$ cat config.mk
export PLATFORM = sky130hd
export DESIGN_NAME = vwd_front
export DESIGN_NICKNAME = d
export VERILOG_FILES = /design/src/hdl/vwd_pkg.sv /design/src/hdl/vwd_front.sv
export SDC_FILE = /design/constraint.sdc
export NUM_CORES = 1
export LEC_CHECK = 0
export BUFFER_PORTS_ARGS = -buffer_cell sky130_fd_sc_hd__clkbuf_2
export CORE_UTILIZATION = 45
export CTS_CLUSTER_DIAMETER = 150
export DETAILED_ROUTE_END_ITERATION = 16
export PLACE_DENSITY = 0.76
export SETUP_SLACK_MARGIN = 0.5
export SLEW_MARGIN = 20
export SYNTH_ARGS = -nofsm -noshare
export SYNTH_HDL_FRONTEND = slang
export SYNTH_SLANG_ARGS = --single-unit
$ cat constraint.sdc
create_clock -name clk -period 2.4 [get_ports clk]
set_input_delay 0.48 -clock clk [delete_from_list [all_inputs] [get_ports clk]]
set_output_delay 0.48 -clock clk [all_outputs]
set_load 0.02 [all_outputs]
$ cat src/hdl/vwd_pkg.sv
`timescale 1ns / 1ps

package vwd_pkg;

  // fixed widths of the result fields, the operation code and the threshold register
  localparam int SLOT_W   = 6;
  localparam int STATUS_W = 4;
  localparam int OP_W     = 2;
  localparam int EPS_W    = 34;
  localparam logic [EPS_W-1:0] EPS_RESET = 34'd1;

  typedef enum logic [OP_W-1:0] {
    OP_REGISTER = 2'd0,
    OP_FIND     = 2'd1,
    OP_LIST     = 2'd2,
    OP_UNUSED   = 2'd3
  } op_t;

  typedef enum logic [1:0] {
    ROLE_ALONE  = 2'd0,
    ROLE_MASTER = 2'd1,
    ROLE_MEMBER = 2'd2
  } role_t;

  typedef enum logic [STATUS_W-1:0] {
    ST_NOT_FOUND    = 4'd0,
    ST_ADDED_ALONE  = 4'd1,
    ST_ADDED_MEMBER = 4'd2,
    ST_PRESENT      = 4'd3,
    ST_FULL         = 4'd4,
    ST_ALONE        = 4'd5,
    ST_MASTER       = 4'd6,
    ST_MEMBER       = 4'd7,
    ST_MATCH        = 4'd8
  } status_t;

  typedef enum logic [3:0] {
    S_IDLE,
    S_FIND,
    S_DECIDE,
    S_DIST,
    S_WR_NEW,
    S_WR_HEAD,
    S_EMIT,
    S_HEAD_RD,
    S_HEAD_WAIT,
    S_LIST,
    S_FINAL
  } state_t;

  // queue head status seen by the back end
  typedef struct packed {
    logic valid;
    op_t  op;
  } front_stat_t;

endpackage

$ cat src/hdl/vwd_front.sv
`timescale 1ns / 1ps

module vwd_front #(
  parameter int COORD_BITS = 16,
  parameter int ID_BITS    = 16
) (
  input  logic                         clk,
  input  logic                         rst,
  input  logic                         in_valid,
  output logic                         in_ready,
  input  logic [vwd_pkg::OP_W-1:0]     operation,
  input  logic [ID_BITS-1:0]           vertex_id,
  input  logic signed [COORD_BITS-1:0] coord_x,
  input  logic signed [COORD_BITS-1:0] coord_y,
  input  logic signed [COORD_BITS-1:0] coord_z,
  output vwd_pkg::front_stat_t         q_stat,
  input  logic                         q_pop,
  output logic [ID_BITS-1:0]           q_id,
  output logic signed [COORD_BITS-1:0] q_x,
  output logic signed [COORD_BITS-1:0] q_y,
  output logic signed [COORD_BITS-1:0] q_z
);

  logic [1:0] count;
  logic       wptr;
  logic       rptr;
  logic       push;

  vwd_pkg::op_t               op_q [2];
  logic [ID_BITS-1:0]         id_q [2];
  logic signed [COORD_BITS-1:0] x_q [2];
  logic signed [COORD_BITS-1:0] y_q [2];
  logic signed [COORD_BITS-1:0] z_q [2];

  // accept while the two-entry queue has room
  assign in_ready = (count != 2'd2);
  assign push     = in_valid & in_ready;

  // queue pointers and occupancy
  always_ff @(posedge clk) begin
    if (rst) begin
      count <= 2'd0;
      wptr  <= 1'b0;
      rptr  <= 1'b0;
    end else begin
      if (push) wptr <= ~wptr;
      if (q_pop) rptr <= ~rptr;
      count <= count + {1'b0, push} - {1'b0, q_pop};
    end
  end

  // classify the operation and store the transaction
  always_ff @(posedge clk) begin
    if (push) begin
      op_q[wptr] <= vwd_pkg::op_t'(operation);
      id_q[wptr] <= vertex_id;
      x_q[wptr]  <= coord_x;
      y_q[wptr]  <= coord_y;
      z_q[wptr]  <= coord_z;
    end
  end

  assign q_stat.valid = (count != 2'd0);
  assign q_stat.op    = op_q[rptr];
  assign q_id         = id_q[rptr];
  assign q_x          = x_q[rptr];
  assign q_y          = y_q[rptr];
  assign q_z          = z_q[rptr];

endmodule

==> flow_metrics.py, run 1 <==
metrics = {
    "outcome": {
        "status": "completed",
    },
    "cts": {
        "h-tree-depth": 4,
        "clk_latency_ps": 510,
        "clock_sinks": 137,
        "cts_tree": "yes",
        "cts_buffers": 17,
        "cts_root_buffer": "clkbuf_8",
        "cts.reportedPaths.clkPinSlew_ps": 60,
        "cts_max_path_buffers": 2,
    },
    "global_route": {
        "grt-ovfl-total": 0,
        "antenna_found_initial": 0,
        "grt_pass1_vias": 2898,
        "grt_pass1_wl_um": 14060,
        "grt_max_degree": 67,
        "grt.total_usage": 0.1678,
    },
    "synth": {
        "synth_edf_count": 132,
        "synthMuxAreaShare": 0.1484,
        "seq_area_frac_synth": 0.8116,
        "syn_area_um2": 5007,
        "yosys-top-cells-area": "edfxtp_1 79%, mux2_1 9.0%, mux2_2 5.8%",
        "yosysTopAreaCellShare": 0.7916,
        "synth-xor-area-share": 0.003498,
        "ys_seq_elements": 137,
        "yosys.area_share.adder": 0.002499,
        "synthTopCellsByCount": "132 x edfxtp_1, 40 x mux2_1, 26 x mux2_2",
        "syn_inst": 234,
        "yosysUniqueCellTypes": 23,
        "yosysMostFrequentCell": "edfxtp_1",
        "ys_async_sr_fraction": 0,
        "ys_warn_count": 0,
        "yosys.area_share.simple": 0.01574,
        "yosysTopAreaCell": "edfxtp_1",
        "synth_nets": 305,
        "synth_compound_area_frac": 0.006247,
        "synth_ff_type": "edfxtp_1",
        "avgSynthCellArea_um2": 21.40,
        "synth_top_family_by_area": "multiplexers",
    },
    "setup_path": {
        "crit_buf_inv": 3,
        "required_ps": 1920,
        "path_common_cell": "buf_12",
        "worstReg2RegStart": "count[0]",
        "arrival_ps": 1680,
        "cpPeakStageDelay_ps": 400,
        "crit_family": "buffers and inverters",
        "crit_path_end_kind": "primary output",
        "crit_fanout": 9,
        "start_kind": "flop",
        "crit_chain": "buf_12 > buf_12 > mux2_2 > clkbuf_4",
        "crit_type": "reg -> out",
        "crit_slowest_cell": "dfxtp_4",
    },
    "routing": {
        "avgRoutedWirePerCell_um": 17.14,
        "drtAntennaViolNets": 0,
        "vias": 2687,
        "first_pass_iters": 4,
        "detailedRoute.firstIterationViolations": 105,
        "drc": 0,
        "vias_per_cell": 4.850,
        "finalWirelength_um": 9493,
    },
    "pwr": {
        "ir_drop_mv": 0.5193,
        "p_per_area_nw_per_um2": 903.0,
        "finalPower_uw": 6388,
        "p_leak_uw": 0.002761,
    },
    "layout": {
        "multi_input_area_um2": 1012,
        "final_cell_area_um2": 7074,
        "antenna_cells": 0,
        "syn_to_final_growth_pct": 41.28,
        "seqCellArea_um2": 4070,
        "fin_nets": 472,
        "fill_cells": 762,
        "layout-drive-gt1-share": 0.5797,
        "fin_cells": 554,
    },
    "timing": {
        "rsz0062_at_grt": "true",
        "skew_ps": 10.26,
        "finalHoldViolCount": 0,
        "finalSetupViolations": 0,
        "fin_tns_setup_ps": 0,
        "tightest_slew_ps": 371.8,
        "fmax_mhz": 462.6,
        "fin_ws_ps": 238.5,
        "slew_violations": 0,
        "relSlewSlack": 0.7521,
        "period_share": 0.9006,
        "layout_min_cycle_time_ps": 2162,
    },
    "floorplanning": {
        "die_h_um": 107.5,
        "fp.dieW_um": 107.5,
        "die-area_um2": 11550,
        "io_pins": 138,
        "core_um2": 10840,
        "rows": 38,
        "initial_core_util": 0.4619,
    },
    "placement": {
        "pre_cts_ws_ps": 600.1,
        "port_buffers": 137,
        "placed_area_um2": 5928,
        "placedCellCount": 510,
        "routabilityCongestion": 0.6643,
        "hpwl_um": 5517,
    },
    "worst_hold_path": {
        "hp-class": "in -> reg",
        "min_from": "vertex_id[4]",
    },
    "flow_run": {
        "drv_cap": 0,
    },
}
-- through the flow --
stage / hold WS, ps / util
after detailed placement: 500.8 / 0.5469
after floorplan: 479.9 / -
after global routing: 131.6 / 0.6526
after CTS: 137.1 / 0.6362
after global placement: 501.4 / 0.5469
final: 159.2 / 0.6526
-- layout by cell type (no fill, tap or decap), types with 3 or more instances in the layout --
cell / Yosys / routed
buf_6: 0 / 11
buf_12: 0 / 5
clkbuf_16: 0 / 17
buf_2: 3 / 24
edfxtp_1: 132 / 132
mux2_1: 40 / 15
mux2_4: 0 / 31
mux2_2: 26 / 20
buf_8: 0 / 10
buf_4: 4 / 10
clkinvlp_4: 0 / 4
buf_16: 0 / 4
inv_1: 4 / 3
clkbuf_1: 0 / 5
clkinv_2: 0 / 4
clkbuf_4: 0 / 3
clkbuf_8: 0 / 12
clkbuf_2: 0 / 76
nor2_1: 3 / 3
-- logic make-up after synthesis --
| group | Yosys count |
|---|---|
| buffers and inverters | 11 |
| DFF | 137 |
| and+or+nand+nor | 13 |
| xor gates and xnor gates | 2 |
| AOI/OAI and AO/OA | 4 |
| muxes | 66 |
| adders and majority gates | 1 |
-- registers in the layout, indices dropped and copies added (netlist names), named ones only --
register / flops
id_q: 32
x_q: 32
y_q: 32
z_q: 32
op_q: 4
count: 2
rptr: 1
wptr: 1
-- worst reg2reg max path, cell delays in order, from the launching register on --
cell	delay (ps)
dfxtp_2	340
nand2b_4	150
nand2_1	70
xnor2_1	130
ha_1	220
or4b_1	540
nand4b_1	110
-- where the power goes --
part	switching, µW	internal, µW
registers	59.4	2860
logic	563	552
clock network	885	1460
-- layout make-up --
class | instances | area share
Clock inverter | 10 | 0.01503
Sequential cell | 137 | 0.5753
Multi-Input combinational cell | 86 | 0.1431
Clock buffer | 22 | 0.06120
Timing Repair Buffer | 155 | 0.1779
Inverter | 4 | 0.002653
Tap cell | 140 | 0.02476
-- timing repair --
item / 4_1_cts / 5_1_grt
hold buffers: 0 / 0
setup endpoints to repair: 66 / 66
gates resized for setup: 66 / 88
buffers inserted: 6 / 1
gates cloned: 4 / 1
-- per-layer routing --
layer / track usage / vias up / share of wire / wire [µm]
met5: 0 / - / 0 / 0
met3: 0.07082 / 7 / 0.066 / 630
li1: - / 1269 / - / -
met2: 0.2894 / 93 / 0.52 / 4892
met4: 0.06556 / 0 / 0.0081 / 77
met1: 0.1818 / 1318 / 0.41 / 3891
-- worst paths after layout --
path / endpoint / slack [ps] / cells after the start
hold reg to reg: flop / 520 / 2
setup reg to reg: count[1] / 780 / 6
hold / removal: id_q[0][4] / 160 / 1
setup / recovery: q_id[2] / 240 / 4
No activity file was read; power rests on OpenSTA's default activity.
==> run 2: changes to the inputs <==
ABC_CLOCK_PERIOD_IN_PS = 2600   (was default)
PLACE_DENSITY = 0.73   (was 0.76)
clock period = 2.6 ns   (was 2.4 ns; I/O delays follow)
==> run 2 against run 1 <==
  * Die area unchanged
  * Global-route usage decreased by 1.2 points
  * Cell count unchanged
  * Non-clock buffer count unchanged
  * Largest power group unchanged
  * Largest cell class unchanged
  * Critical endpoint is now q_x[11]
  * Clock skew decreased by 2.5 ps
==> flow_metrics.py, run 2 (synthesis results as in run 1) <==
metrics = {
    "routing": {
        "vias_per_cell": 4.857,
        "drc": 0,
        "detailedRoute.firstIterationViolations": 103,
        "drtAntennaViolNets": 0,
        "first_pass_iters": 6,
        "vias": 2691,
        "avgRoutedWirePerCell_um": 16.45,
        "finalWirelength_um": 9113,
    },
    "timing": {
        "finalHoldViolCount": 0,
        "fin_ws_ps": 415.3,
        "layout_min_cycle_time_ps": 2185,
        "tightest_slew_ps": 454.9,
        "finalSetupViolations": 0,
        "relSlewSlack": 0.6967,
        "skew_ps": 7.740,
        "rsz0062_at_grt": "true",
        "fin_tns_setup_ps": 0,
        "slew_violations": 0,
        "period_share": 0.8403,
        "fmax_mhz": 457.7,
    },
    "floorplanning": {
        "initial_core_util": 0.4619,
        "fp.dieW_um": 107.5,
        "io_pins": 138,
        "die_h_um": 107.5,
        "die-area_um2": 11550,
        "rows": 38,
        "core_um2": 10840,
    },
    "layout": {
        "antenna_cells": 0,
        "fin_cells": 554,
        "syn_to_final_growth_pct": 37.73,
        "final_cell_mix": "132 x edfxtp_1, 98 x clkbuf_2, 24 x mux2_1, 22 x mux2_4, 20 x mux2_2",
        "fill_cells": 775,
        "fin_nets": 472,
        "final_common_cell": "edfxtp_1",
        "layout-drive-gt1-share": 0.5556,
        "final_cell_area_um2": 6897,
    },
    "pwr": {
        "p_leak_uw": 0.002683,
        "ir_drop_mv": 0.6648,
        "p_per_area_nw_per_um2": 843.6,
    },
    "global_route": {
        "grt-ovfl-total": 0,
        "antenna_found_initial": 0,
        "grt.total_usage": 0.1558,
        "grt_pass1_vias": 2666,
        "grt_max_degree": 34,
        "grt_pass1_wl_um": 13000,
    },
    "setup_path": {
        "crit_slowest_cell": "dfxtp_4",
        "crit_chain": "buf_12 > buf_6 > buf_6 > mux2_4 > buf_8",
        "crit_type": "reg -> out",
        "worstReg2RegStart": "count[0]",
        "crit_buf_inv": 4,
        "path_common_cell": "buf_6",
        "crit_family": "buffers and inverters",
        "rr_endpoint": "count[1]",
        "arrival_ps": 1660,
        "start_kind": "flop",
        "crit_path_end_kind": "primary output",
        "r2r_slack_ps": 910,
        "cpPeakStageDelay_ps": 350,
        "reg2reg_depth": 6,
        "crit_fanout": 5,
        "required_ps": 2080,
    },
    "outcome": {
        "status": "completed",
    },
    "cts": {
        "clk_latency_ps": 500,
        "cts_buffers": 17,
        "clock_sinks": 137,
        "cts_root_buffer": "clkbuf_8",
        "cts.reportedPaths.clkPinSlew_ps": 60,
        "cts_max_path_buffers": 2,
        "ctsHoldBuffers": 0,
        "h-tree-depth": 4,
        "cts_tree": "yes",
    },
    "placement": {
        "routabilityCongestion": 0.6842,
        "port_buffers": 137,
        "placedCellCount": 510,
        "placed_area_um2": 5908,
        "hpwl_um": 5455,
        "pre_cts_ws_ps": 717.6,
    },
    "flow_run": {
        "drv_cap": 0,
    },
    "worst_hold_path": {
        "min_from": "coord_x[6]",
        "hold_depth": 1,
        "hp-class": "in -> reg",
        "hold_end": "x_q[1][6]",
    },
}
run 2: changes by cell type in the layout (fill, tap and decap cells not counted), moves of 6 or more:
cell	before	now
mux2_4	31	22
clkbuf_2	76	98
mux2_1	15	24
buf_2	24	17
buf_8	10	4
buf_6	11	19
clkbuf_8	12	2
run 2: repair_timing:
item                       CTS  global route
setup buffers                6             2
gates cloned                 1             3
setup endpoints to repair   66            66
resized for setup           14            99
run 2: how the worst max path moves through the flow:
stage,from,endpoint,slack (ps),cells after the start
floorplan,count[0],id_q[0][0],510,3
global placement,flop,q_z[8],730,3
detailed placement,flop,q_id[2],720,3
CTS,flop,q_id[13],380,3
global route,flop,q_x[9],340,4
finish,flop,q_x[11],420,5
run 2: per-layer routing:
layer  share of wire  vias to the layer above  wire length, µm  GRT usage
li1                -                     1268                -          -
met1            0.44                     1313             4005     0.1923
met2            0.49                       98             4499     0.2527
met3           0.054                       12              492    0.04903
met4           0.013                        0              115    0.06654
met5               0                        -                0          0
run 2: area by class of cell:
class	count	area, µm²	share of cell area
clock buffers	23	446.7	0.06477
clock inverters	9	102.6	0.01488
inverters	4	18.77	0.002721
multi-input cells	86	973.4	0.1411
flip-flops and latches	137	4068	0.5898
well taps	140	175.2	0.02540
repair buffers	155	1112	0.1613
run 2: per-stage QoR:
| stage | total power, µW | util | hold slack, ps |
|---|---|---|---|
| after floorplan | 3202 | - | 479.9 |
| after global placement | 3471 | 0.5450 | 496.8 |
| after detailed placement | 3493 | 0.5450 | 517.4 |
| after CTS | 5729 | 0.6076 | 174.4 |
| after global routing | 6033 | 0.6362 | 168.1 |
| final | 5818 | 0.6362 | 205.3 |
run 2: where the power goes:
group | internal, µW | total (µW) | switching [µW]
Clock | 1380 | 2180 | 801
Sequential | 2640 | 2690 | 50.3
Combinational | 435 | 943 | 508
Total | 4460 | 5820 | 1360
